==> config.mk <==
export PLATFORM = sky130hd
export DESIGN_NAME = pulse_rate_sliding_window
export DESIGN_NICKNAME = d
export VERILOG_FILES = /design/src/design/prsw_pkg.sv /design/src/design/prsw_slot_mem.sv /design/src/design/pulse_rate_sliding_window.sv
export SDC_FILE = /design/constraint.sdc
export NUM_CORES = 1
export LEC_CHECK = 0
export BUFFER_PORTS_ARGS = -buffer_cell sky130_fd_sc_hd__buf_2
export CAP_MARGIN = 20
export CORE_ASPECT_RATIO = 0.9
export CORE_UTILIZATION = 65
export DETAILED_ROUTE_END_ITERATION = 8
export PLACE_DENSITY = 0.82
export SYNTH_ARGS = -nofsm -noshare
export SYNTH_HDL_FRONTEND = slang
export SYNTH_SLANG_ARGS = --single-unit
==> constraint.sdc <==
create_clock -name clk -period 5.63 [get_ports clk]
set_input_delay 0.563 -clock clk [delete_from_list [all_inputs] [get_ports clk]]
set_output_delay 0.563 -clock clk [all_outputs]
set_load 0.01 [all_outputs]
==> src/design/prsw_pkg.sv <==
// Package for the pulse-rate sliding window block.
// Holds the payload structs and fixed field widths; no dependencies.
package prsw_pkg;

  localparam int unsigned IDX_W = 6;   // second index width
  localparam int unsigned CPS_W = 8;   // counts per second width
  localparam int unsigned CPM_W = 14;  // counts per minute width

  localparam logic [CPS_W-1:0] PULSE_MAX = {CPS_W{1'b1}};

  // command codes
  localparam logic CMD_PULSE = 1'b0;
  localparam logic CMD_TICK  = 1'b1;

  typedef struct packed {
    logic             command;
    logic [IDX_W-1:0] second_index;
  } in_item_t;

  typedef struct packed {
    logic [CPS_W-1:0] counts_this_second;
    logic [CPM_W-1:0] counts_per_minute;
  } out_item_t;

endpackage

==> src/design/prsw_slot_mem.sv <==
// Window slot store: one write port, one registered read port.
// Per-entry valid bits give a cleared store right after reset. Uses prsw_pkg.
module prsw_slot_mem
  import prsw_pkg::*;
#(
  parameter int unsigned DEPTH = 60,
  parameter int unsigned AW    = 6
) (
  input  logic             clk,
  input  logic             rst_n,
  input  logic             rd_en,
  input  logic [AW-1:0]    rd_addr,
  output logic [CPS_W-1:0] rd_data,
  input  logic             wr_en,
  input  logic [AW-1:0]    wr_addr,
  input  logic [CPS_W-1:0] wr_data
);

  logic [CPS_W-1:0] mem [DEPTH];
  logic [DEPTH-1:0] vld_r;
  logic [CPS_W-1:0] rd_data_r;

  always_ff @(posedge clk) begin
    if (wr_en) begin
      mem[wr_addr] <= wr_data;
    end
  end

  always_ff @(posedge clk) begin
    if (!rst_n) begin
      vld_r <= '0;
    end else if (wr_en) begin
      vld_r[wr_addr] <= 1'b1;
    end
  end

  // read-before-write: a same-edge write is not seen here
  always_ff @(posedge clk) begin
    if (rd_en) begin
      rd_data_r <= vld_r[rd_addr] ? mem[rd_addr] : '0;
    end
  end

  assign rd_data = rd_data_r;

endmodule

==> src/design/pulse_rate_sliding_window.sv <==
// Top level of the pulse-rate sliding window block.
// Uses prsw_pkg and prsw_slot_mem.
//
// Counts detector pulses and, on every one-second tick, stores the second's
// count (saturated at 255) in the window slot named by the tick's second
// index and reports that count together with the running sum of all window
// slots (counts per minute). One input transfer is taken every cycle, pulses
// and ticks alike, even back to back, while output back-pressure holds no tick
// in the update stage. A pulse gives no result. A tick's slot read is
// registered together with the tick in the update stage; the updated sum then
// goes to the output register when that is free or drained. The running sum is
// updated as sum - old slot + new count; a tick that reuses the slot of the
// tick right before it gets the just-written value by forwarding around the
// store's read port. A tick whose index is WINDOW_LEN or more writes no slot
// and reports the unchanged sum. The store is usable straight out of reset
// (per-slot valid bits), so no clearing pass is needed. Throughput is
// limited only by output back-pressure.
module pulse_rate_sliding_window
  import prsw_pkg::*;
#(
  parameter int unsigned WINDOW_LEN = 60
) (
  input  logic      clk,
  input  logic      rst_n,
  input  logic      in_valid,
  output logic      in_ready,
  input  in_item_t  in_data,
  output logic      out_valid,
  input  logic      out_ready,
  output out_item_t out_data
);

  localparam int unsigned AW = (WINDOW_LEN > 1) ? $clog2(WINDOW_LEN) : 1;
  localparam int unsigned XW = (AW > IDX_W) ? AW : IDX_W;
  localparam int unsigned CW = 9;  // holds WINDOW_LEN up to 511
  localparam logic [CW-1:0] WIN_LEN_C = CW'(WINDOW_LEN);

  // input side
  logic in_fire, tick_fire, pulse_fire;
  logic [XW-1:0] idx_ext;
  logic [AW-1:0] in_addr;
  logic in_inrange;

  // pulse counter
  logic [CPS_W-1:0] pulse_cnt_r, pulse_cnt_nxt;

  // update stage
  logic             s1_valid_r;
  logic [CPS_W-1:0] s1_cps_r;
  logic [AW-1:0]    s1_addr_r;
  logic             s1_inrange_r;
  logic             s1_fwd_r;
  logic [CPS_W-1:0] s1_fwd_data_r;
  logic             s1_adv;

  // window store ports
  logic             wr_en;
  logic [CPS_W-1:0] rd_data;
  logic [CPS_W-1:0] old_slot;

  // running sum and output register
  logic [CPM_W-1:0] sum_r, sum_nxt;
  logic             out_valid_r;
  out_item_t        out_data_r;

  assign in_fire    = in_valid && in_ready;
  assign tick_fire  = in_fire && (in_data.command == CMD_TICK);
  assign pulse_fire = in_fire && (in_data.command == CMD_PULSE);

  assign idx_ext    = XW'(in_data.second_index);
  assign in_addr    = idx_ext[AW-1:0];
  assign in_inrange = (CW'(in_data.second_index) < WIN_LEN_C);

  // stage 1 moves on when the output register is free or being drained
  assign s1_adv   = s1_valid_r && (!out_valid_r || out_ready);
  assign in_ready = !s1_valid_r || s1_adv;

  // saturating pulse counter, cleared by each tick
  always_comb begin
    pulse_cnt_nxt = pulse_cnt_r;
    if (tick_fire) begin
      pulse_cnt_nxt = '0;
    end else if (pulse_fire && (pulse_cnt_r != PULSE_MAX)) begin
      pulse_cnt_nxt = pulse_cnt_r + 1'b1;
    end
  end

  always_ff @(posedge clk) begin
    if (!rst_n) begin
      pulse_cnt_r <= '0;
    end else begin
      pulse_cnt_r <= pulse_cnt_nxt;
    end
  end

  assign wr_en = s1_adv && s1_inrange_r;

  prsw_slot_mem #(
    .DEPTH (WINDOW_LEN),
    .AW    (AW)
  ) u_slot_mem (
    .clk     (clk),
    .rst_n   (rst_n),
    .rd_en   (tick_fire),
    .rd_addr (in_addr),
    .rd_data (rd_data),
    .wr_en   (wr_en),
    .wr_addr (s1_addr_r),
    .wr_data (s1_cps_r)
  );

  // stage 1 control
  always_ff @(posedge clk) begin
    if (!rst_n) begin
      s1_valid_r <= 1'b0;
    end else if (in_ready) begin
      s1_valid_r <= tick_fire;
    end
  end

  // stage 1 payload; note a write landing on the same slot at the read edge
  always_ff @(posedge clk) begin
    if (tick_fire) begin
      s1_cps_r      <= pulse_cnt_r;
      s1_addr_r     <= in_addr;
      s1_inrange_r  <= in_inrange;
      s1_fwd_r      <= wr_en && (s1_addr_r == in_addr);
      s1_fwd_data_r <= s1_cps_r;
    end
  end

  assign old_slot = s1_fwd_r ? s1_fwd_data_r : rd_data;
  assign sum_nxt  = sum_r - CPM_W'(old_slot) + CPM_W'(s1_cps_r);

  always_ff @(posedge clk) begin
    if (!rst_n) begin
      sum_r <= '0;
    end else if (wr_en) begin
      sum_r <= sum_nxt;
    end
  end

  // output register
  always_ff @(posedge clk) begin
    if (!rst_n) begin
      out_valid_r <= 1'b0;
    end else if (s1_adv) begin
      out_valid_r <= 1'b1;
    end else if (out_ready) begin
      out_valid_r <= 1'b0;
    end
  end

  always_ff @(posedge clk) begin
    if (s1_adv) begin
      out_data_r.counts_this_second <= s1_cps_r;
      out_data_r.counts_per_minute  <= s1_inrange_r ? sum_nxt : sum_r;
    end
  end

  assign out_valid = out_valid_r;
  assign out_data  = out_data_r;

  // a tick always leaves the pulse counter at zero
  a_tick_clears: assert property (@(posedge clk) disable iff (!rst_n)
    tick_fire |=> (pulse_cnt_r == '0))
    else $error("pulse counter not cleared by tick");

  // at most 64 reachable slots of 255 each
  a_sum_bound: assert property (@(posedge clk) disable iff (!rst_n)
    sum_r <= CPM_W'(16320))
    else $error("running sum out of range");

  // only in-range slots are ever written
  a_wr_range: assert property (@(posedge clk) disable iff (!rst_n)
    wr_en |-> (CW'(s1_addr_r) < WIN_LEN_C))
    else $error("window write beyond last slot");

  // a stalled update stage keeps its tick
  a_s1_hold: assert property (@(posedge clk) disable iff (!rst_n)
    (s1_valid_r && !s1_adv) |=> (s1_valid_r && $stable(s1_cps_r)
                                 && $stable(s1_addr_r)))
    else $error("update stage lost a stalled tick");

  // every tick that leaves stage 1 fills the output register
  a_s1_to_out: assert property (@(posedge clk) disable iff (!rst_n)
    s1_adv |=> out_valid_r)
    else $error("tick result not registered");

endmodule

==> results.toml <==
[global_routing]
grt.total_usage_pct = 27.8
grt_pass1_wl_um = 80200
grt_max_degree = 64
grt_antenna_before_repair = 0
grt_pass1_vias = 13300
gr-total-overflow = 0

[route]
vias = 13300
wl_per_cell_um = 27.0
viasPerCell = 6.73
drt_pass1_iterations = 6
post-route-drc-count = 0
first_iter_violations = 1673
postRouteAntennaNets = 0
finalWirelength_um = 53400

[min_path]
worstHoldStart = "in_valid"
holdPathEnd = "s1_valid_r"
whs_path_depth = 3
hold_path_class = "input port to register"

[die]
fp.dieArea_um2 = 38900
fp-row-count = 67
die_w_um = 208
ioPinCount = 35
start_util_pct = 66.3
core_region_area_um2 = 37400
die_h_um = 187

[run_status]
outcome = "finished clean"

[timing]
slew_headroom_pct = 23.5
setup_violations = 0
hold_viol = 0
rsz0062_at_grt = "no"
fin_skew_ns = 0.0168
max_freq_ghz = 0.261
finalCritPeriodShare_pct = 68.1
worst-slew-pin-transition_ns = 1.14
maxSlewViolCount = 0
hold_slack_ns = 0.274
setup_tns_ns = 0
period_minus_slack_ns = 3.83

[synthesis]
yosysSeqAreaShare_pct = 71.5
synthDistinctLibCells = 61
synthCells = 1412
synth_flop_cell = "edfxtp_1"
synth_async_sr_flop_share_pct = 0
synth_top_cell_by_area = "edfxtp_1"
ys_top_cells_by_area = "edfxtp_1 65%, mux4_2 9.5%, dfxtp_1 6.8%"
syn_area_per_cell_um2 = 17.6
synth.ff_latch_count = 618
synth_edf_count = 534
syn_nets = 1446
yosysTopAreaCellShare_pct = 64.7
ys_warn_count = 0
synth_area_um2 = 24800

[cts]
clock_latency_ns = 0.62
ctsHoldBuffers = 0
cts_setup_buffers = 0
ctsResizeCount = 0
cts_tree = "done"
clock_sinks = 618
cts_root_buf = "clkbuf_16"
numCtsBuffers = 56
clockBufferDepth = 3
clk_pin_slew_worst_paths_ns = 0.06
htreeDepth = 2

[final_layout]
drive_gt1_share_pct = 18.8
diodes = 0
syn2layout_area_growth_pct = 9.92
finish.utilization_pct = 72.9
nets = 1481

[worst_setup_path]
r2r_end = "out_data[11]"
cp_num_buf_inv = 3
crit_type = "register to register"
worstSetupStartpointType = "register"
arrival_ns = 4.20
crit_chain = "buf_4 > inv_1 > fa_1 > inv_1 > ha_1 > and2_1 > a221oi_1 > a2111o_1 > a21boi_0 > or3_1 > a31o_2"
regToRegStartpoint = "s1_cps_r[3]"
required_ns = 6.00
cp-end-kind = "register"
max_stage_delay_ns = 0.56
crit_top_cell = "inv_1"
crit_family = "compound AO/OA/AOI/OAI gates"
ff2ff_path_depth = 11
reg2reg_slack_ns = 1.80
crit_path_top_delay_cell = "buf_4"
cp_max_fo = 63

[place]
gp_congestion = 0.846
hpwl_um = 31300
io_buffers = 34

[pwr]
power.total_mw = 9.37
power_density_nw_per_um2 = 344
leakage_nw = 9.10
peakVddDrop_mv = 0.282

[job]
maxCapViolCount = 0
final cells by class:
cell class	count	area (µm²)
sequential	618	17700
multi-input combinational	673	6530
clock inverter	31	293
tap	483	604
inverter	42	158
timing repair buffer	56	375
clock buffer	75	1570
fill	2169	10100
logic make-up (layout without fill, tap and decap cells):
| group | count (synthesis) | after routing | share of synthesized area, % |
|---|---|---|---|
| flip-flops | 618 | 618 | 71.5 |
| AND/OR/NAND/NOR | 221 | 221 | 4.18 |
| AO/OA/AOI/OAI | 210 | 210 | 5.92 |
| multiplexers | 197 | 197 | 14.1 |
| buffers and inverters | 121 | 204 | 2.20 |
| adder cells (fa/ha/maj) | 23 | 23 | 1.40 |
| XOR/XNOR | 22 | 22 | 0.777 |
registers in the layout, summed over array words and instances (netlist names):
| register | flops |
|---|---|
| s1_fwd_data_r | 8 |
| s1_cps_r | 8 |
| s1_fwd_r | 1 |
| sum_r | 14 |
| s1_inrange_r | 1 |
| pulse_cnt_r | 8 |
| s1_valid_r | 1 |
| out_valid | 1 |
| u_slot_mem.rd_data | 8 |
| u_slot_mem.vld_r | 60 |
| out_data | 22 |
| u_slot_mem.mem | 480 |
| s1_addr_r | 6 |
through the flow:
step | cells | setup WS, ns | area (µm²)
finish | 1978 | 1.80 | 27300
floorplan | 1412 | 1.88 | 24800
detailed placement | 1871 | 1.83 | 25400
global placement | 1871 | 1.93 | 25400
CTS | 1977 | 1.81 | 27200
global route | 1978 | 1.56 | 27300
where the power goes:
| part | internal [mW] | leakage (nW) | switching (mW) |
|---|---|---|---|
| Combinational | 0.204 | 2.67 | 0.340 |
| Clock | 2.16 | 0.919 | 1.67 |
| Sequential | 4.98 | 5.51 | 0.0155 |
| Total | 7.34 | 9.10 | 2.03 |
cell usage after synthesis (3+ instances only):
master	number
dfxtp_1	84
a2111oi_0	4
a221oi_1	4
a21o_1	7
a22oi_1	15
nor2b_1	5
nand3b_1	8
and3_1	8
nand2_1	46
a21oi_1	35
edfxtp_1	534
inv_1	42
nand4_1	14
a211o_1	3
a211oi_1	9
xnor2_1	8
fa_1	8
nand4b_1	3
mux4_1	11
mux2_2	19
or4_1	3
o311ai_0	3
mux2i_1	62
a22o_1	6
nor2_1	93
ha_1	15
clkbuf_1	46
o21a_1	57
mux4_2	105
xor2_1	14
buf_2	14
buf_4	11
nand3_1	20
a31oi_1	4
nor3_1	4
o21ai_0	29
buf_1	5
nand2b_1	3
and2_1	4
o221ai_1	9
or3_1	3
o22ai_1	10
worst reg2reg max path: cells and delay by family (launching register included):
| family | cells | cell delay [ns] |
|---|---|---|
| buffers and inverters | 3 | 0.77 |
| AND/OR/NAND/NOR | 2 | 0.51 |
| AO/OA/AOI/OAI | 4 | 1.10 |
| adder cells (fa/ha/maj) | 2 | 0.89 |
| flip-flops | 1 | 0.32 |
placed cells by master, fill, tap and decap left out, types with 15 or more instances in the layout:
cell	instances
nor2_1	93
nand3_1	20
o21ai_0	29
buf_2	31
mux2_2	19
mux4_2	105
a22oi_1	15
mux2i_1	62
a21oi_1	35
buf_4	22
clkbuf_16	56
ha_1	15
inv_1	42
edfxtp_1	534
nand2_1	46
o21a_1	57
dfxtp_1	84
routing by layer:
layer | routed length (µm) | up-vias | GRT usage, % | part of all wire (%)
met2 | 25900 | 749 | 44.4 | 48
met5 | 0 | - | 0 | 0
met4 | 1900 | 0 | 11.2 | 3.6
met3 | 4470 | 139 | 4.01 | 8.4
met1 | 21100 | 6748 | 39.4 | 40
li1 | - | 5685 | - | -
how the worst max path moves through the flow:
stage,start,endpoint,cells past startpoint
global route,s1_cps_r[3],out_data[13],11
global placement,s1_cps_r[3],out_data[11],11
floorplan,s1_cps_r[3],out_data[11],10
finish,s1_cps_r[3],out_data[11],11
CTS,s1_cps_r[1],out_data[12],11
detailed placement,s1_cps_r[3],out_data[11],11
Power figures use the tool's default switching activity.
